## config.mk

```make
export PLATFORM = sky130hd
export DESIGN_NAME = prc_rotate
export DESIGN_NICKNAME = d
export VERILOG_FILES = /design/src/design/prc_pkg.sv /design/src/design/prc_rotate.sv
export SDC_FILE = /design/constraint.sdc
export NUM_CORES = 2
export LEC_CHECK = 0
export BUFFER_PORTS_ARGS = -buffer_cell sky130_fd_sc_hd__buf_2
export CORE_ASPECT_RATIO = 2
export CORE_UTILIZATION = 65
export CTS_BUF_LIST = sky130_fd_sc_hd__clkbuf_8
export DETAILED_ROUTE_END_ITERATION = 10
export PLACE_DENSITY_LB_ADDON = 0.05
export SYNTH_ARGS = -nofsm -noshare
export SYNTH_HDL_FRONTEND = slang
export SYNTH_SLANG_ARGS = --single-unit
```

## constraint.sdc

```tcl
create_clock -name clk -period 17.8 [get_ports clk]
set_input_delay 0.89 -clock clk [delete_from_list [all_inputs] [get_ports clk]]
set_output_delay 0.89 -clock clk [all_outputs]
set_load 0.02 [all_outputs]
```

## src/design/prc_pkg.sv

```systemverilog
// Shared constants and types for the point rotation pipeline.
// No dependencies; prc_sincos, prc_rotate and the top module import this package.
`default_nettype none

package prc_pkg;

	// Q1.14 trig values in a signed 16-bit word
	localparam int TRIG_W      = 16;
	localparam int ONE_Q14     = 16384;
	localparam int ROUND_SHIFT = 14;

	// quarter turn in Q30, source of the sine table
	localparam logic [63:0] HALF_PI_Q30 = 64'd1686629713;

	// Taylor series divisors (2n)(2n+1) for the table build
	localparam int TAYLOR_TERMS = 19;
	localparam int unsigned TAYLOR_DIV [1:TAYLOR_TERMS] = '{
		6, 20, 42, 72, 110, 156, 210, 272, 342, 420,
		506, 600, 702, 812, 930, 1056, 1190, 1332, 1482
	};

	// advance strobes for a unit that spans two pipeline stages
	typedef struct packed {
		logic first;
		logic second;
	} stage_en_t;

endpackage

`default_nettype wire

```

## src/design/prc_rotate.sv

```systemverilog
// One plane rotation over two stages: four products, then sum and round.
// rot_a = c*a - s*b, rot_b = s*a + c*b, rounded from Q14; uses prc_pkg.
`default_nettype none

module prc_rotate #(
	parameter int A_W = 17,
	parameter int B_W = 17
) (
	input  logic                                 clk,
	input  prc_pkg::stage_en_t                   en,
	input  logic signed [prc_pkg::TRIG_W-1:0]    cos_v,
	input  logic signed [prc_pkg::TRIG_W-1:0]    sin_v,
	input  logic signed [A_W-1:0]                a,
	input  logic signed [B_W-1:0]                b,
	output logic signed [((A_W > B_W) ? A_W : B_W):0] rot_a,
	output logic signed [((A_W > B_W) ? A_W : B_W):0] rot_b
);
	import prc_pkg::*;

	localparam int M_W   = (A_W > B_W) ? A_W : B_W;
	localparam int OUT_W = M_W + 1;
	localparam int P_W   = M_W + TRIG_W;
	localparam int S_W   = P_W + 1;

	localparam logic signed [S_W-1:0] BIAS = S_W'(1) << (ROUND_SHIFT - 1);

	logic signed [P_W-1:0] ca_s1;
	logic signed [P_W-1:0] sb_s1;
	logic signed [P_W-1:0] sa_s1;
	logic signed [P_W-1:0] cb_s1;

	logic signed [S_W-1:0] sum_a;
	logic signed [S_W-1:0] sum_b;

	// register the four products
	always_ff @(posedge clk) begin
		if (en.first) begin
			ca_s1 <= P_W'(cos_v) * P_W'(a);
			sb_s1 <= P_W'(sin_v) * P_W'(b);
			sa_s1 <= P_W'(sin_v) * P_W'(a);
			cb_s1 <= P_W'(cos_v) * P_W'(b);
		end
	end

	// add half an LSB, then floor: nearest, halves toward plus infinity
	always_comb begin
		sum_a = S_W'(ca_s1) - S_W'(sb_s1) + BIAS;
		sum_b = S_W'(sa_s1) + S_W'(cb_s1) + BIAS;
	end

	always_ff @(posedge clk) begin
		if (en.second) begin
			rot_a <= sum_a[OUT_W+ROUND_SHIFT-1:ROUND_SHIFT];
			rot_b <= sum_b[OUT_W+ROUND_SHIFT-1:ROUND_SHIFT];
		end
	end

endmodule

`default_nettype wire

```

==> flow_summary.json <==
{
  "fp.dieH_um": 387,
  "cts_root_buffer": "clkbuf_8",
  "initial_core_util_pct": 66.0,
  "ys_warn_count": 0,
  "grt_pass1_vias": 37100,
  "routedWlPerCell_um": 18.4,
  "relSlewSlack_pct": 33.1,
  "path_delay_family": "adder cells",
  "rsz0062_at_grt": "false",
  "grt_max_degree": 74,
  "crit_slowest_cell": "o311ai_0",
  "clockBufferDepth": 2,
  "skew_ns": 0.0312,
  "end_kind": "register",
  "path_clk_slew_ns": 0.11,
  "grt_pass1_wl_mm": 182,
  "finalNetCount": 6550,
  "synth_area_sq_um": 48200,
  "routed_wirelength_mm": 108,
  "gr-total-overflow": 0,
  "cts_buffers": 17,
  "first_iter_violations": 1766,
  "post_cts_buffers": 0,
  "cp.required_ns": 18.14,
  "seq_area_frac_synth_pct": 10.2,
  "hpwlAfterDp_mm": 85.2,
  "num_vias": 33300,
  "antenna_found_initial": 1,
  "io_buffers": 104,
  "ant_nets": 0,
  "cts_sinks": 164,
  "grt_usage_pct": 31.3,
  "cts_resized": 0,
  "path_class": "in2reg",
  "insertion_delay_ns": 0.60,
  "critPathBufInv": 4,
  "finalSetupViolations": 0,
  "finalCriticalPeriod_ns": 7.04,
  "ys.flop_type": "edfxtp_1",
  "cp_max_fo": 34,
  "max_stage_delay_ns": 0.68,
  "drive_above_1_share_pct": 3.34,
  "core_area_sq_um": 73000,
  "rows": 140,
  "fmax_mhz": 142,
  "worst_pin_slew_ns": 1.00,
  "cp-start-kind": "input pin",
  "ioPinCount": 105,
  "setup_tns_ns": 0,
  "synth_cell_type_count": 68,
  "postSynthAreaPerCell_sq_um": 9.58,
  "drcViolationCount": 0,
  "hold_violations": 0,
  "first_pass_iters": 5,
  "period_share_pct": 39.6,
  "die-area_sq_um": 75300,
  "die-width_um": 195,
  "crit_top_cell": "fa_1",
  "fillers": 6037,
  "cp_cell_sequence": "buf_2, nand2_1, fa_1, fa_1, fa_1, inv_1, fa_1, fa_1, inv_1, fa_1, inv_1, ha_1, a21o_1, a21oi_1, o31a_1, o21ai_0, o311ai_0, a21oi_1, a21o_1, a21oi_1, xnor2_1",
  "hold_path.class": "reg2reg",
  "arrival_ns": 7.38,
  "slew_violations": 0,
  "synth_edf_count": 164,
  "cap_violations": 0,
  "cts_tree": "done",
  "cts_htree_levels": 4,
  "viasPerCell": 5.64,
  "syn_inst": 5031,
  "outcome": "finished clean",
  "syn2layout_area_growth_pct": 2.85,
  "cts_hold_buf": 0,
  "place_congestion": 0.867,
  "synth_nets": 6626,
  "synth-seq-cells": 164,
  "synthArstFlopShare_pct": 0
}
==> cells in the mapped netlist, types with 27 or more instances <==
cell type  count  share of area, %
fa_1        1080                45
nand2_1      585               4.6
nor2_1       136               1.1
a21oi_1      111               1.2
inv_1       1223               9.5
edfxtp_1     164                10
clkbuf_1     208               1.6
a21o_1        60              0.93
ha_1         446                12
nand2b_1      34              0.44
xor2_1        48              0.87
xnor2_1      131               2.4
and2_1       506               6.6
o21ai_0       52              0.54
nand3_1       27              0.28
==> tightest hold or removal path, stage by stage (launching register included) <==
cell and delay [ns]:
edfxtp_1 0.35, xnor2_1 0.08, xnor2_1 0.17
==> layout by cell type (no fill, tap or decap), types with 16 or more instances in the layout <==
cell	n
clkbuf_8	17
and2_1	506
nor2b_1	16
a21o_1	60
inv_1	1223
edfxtp_1	164
nor3_1	23
xor2_1	48
o21ai_0	52
nand2b_1	34
o21a_1	23
xnor2_1	131
o21bai_1	19
buf_2	103
nand2_1	585
nor2_1	136
nand3_1	27
a21oi_1	111
fa_1	1080
ha_1	446
==> worst paths after layout <==
path	cells past startpoint	slack [ns]	end	from
min reg2reg	2	0.71	rot_a[17]$_DFFE_PP_	sb_s1[31]$_DFFE_PP_
min	2	0.71	rot_a[17]$_DFFE_PP_	sb_s1[31]$_DFFE_PP_
max reg2reg	12	14.23	rot_b[17]$_DFFE_PP_	sa_s1[11]$_DFFE_PP_
max	21	10.76	sa_s1[31]$_DFFE_PP_	sin_v[1]
==> metal layers <==
layer	track usage (%)	wire, um
met1	35.7	38200
met4	22.3	8690
met3	2.65	4630
met2	55.3	56900
met5	0	0
==> flip-flops by register name, summed over array words and instances, names as in the netlist <==
| register | flops |
|---|---|
| ca_s1 | 32 |
| cb_s1 | 32 |
| rot_a | 18 |
| sb_s1 | 32 |
| rot_b | 18 |
| sa_s1 | 32 |
==> cell type report <==
cell class / count / area, sq um / area share (%)
clock buffer: 17 / 234 / 0.472
clock inverter: 15 / 156 / 0.316
tap: 923 / 1150 / 2.33
timing repair buffer: 115 / 609 / 1.23
antenna: 2 / 5.00 / 0.0101
multi-input combinational: 3434 / 37900 / 76.4
inverter: 1223 / 4590 / 9.27
sequential: 164 / 4920 / 9.94
==> kinds of logic after synthesis <==
group	share of synthesized area, %
fa+ha+maj	56.5
buf+inv	11.2
simple gates	14.1
compound gates	4.81
xor+xnor	3.25
flops	10.2
mux	0.0208
==> through the flow <==
| step | hold slack, ns | instances | instance area [sq um] | util (%) | setup WS (ns) |
|---|---|---|---|---|---|
| floorplan | 0.615 | 5031 | 48200 | - | 10.89 |
| global placement | 0.669 | 5859 | 49200 | 67.3 | 10.34 |
| detailed placement | 0.672 | 5859 | 49200 | 67.3 | 10.21 |
| CTS | 0.729 | 5891 | 49500 | 67.8 | 10.88 |
| global route | 0.779 | 5892 | 49500 | 67.8 | 10.33 |
| finish | 0.708 | 5893 | 49500 | 67.8 | 10.76 |
Power is left out: the tool's default activity adds up to more than one toggle a clock period on the data nets, which glitch-free logic cannot reach.
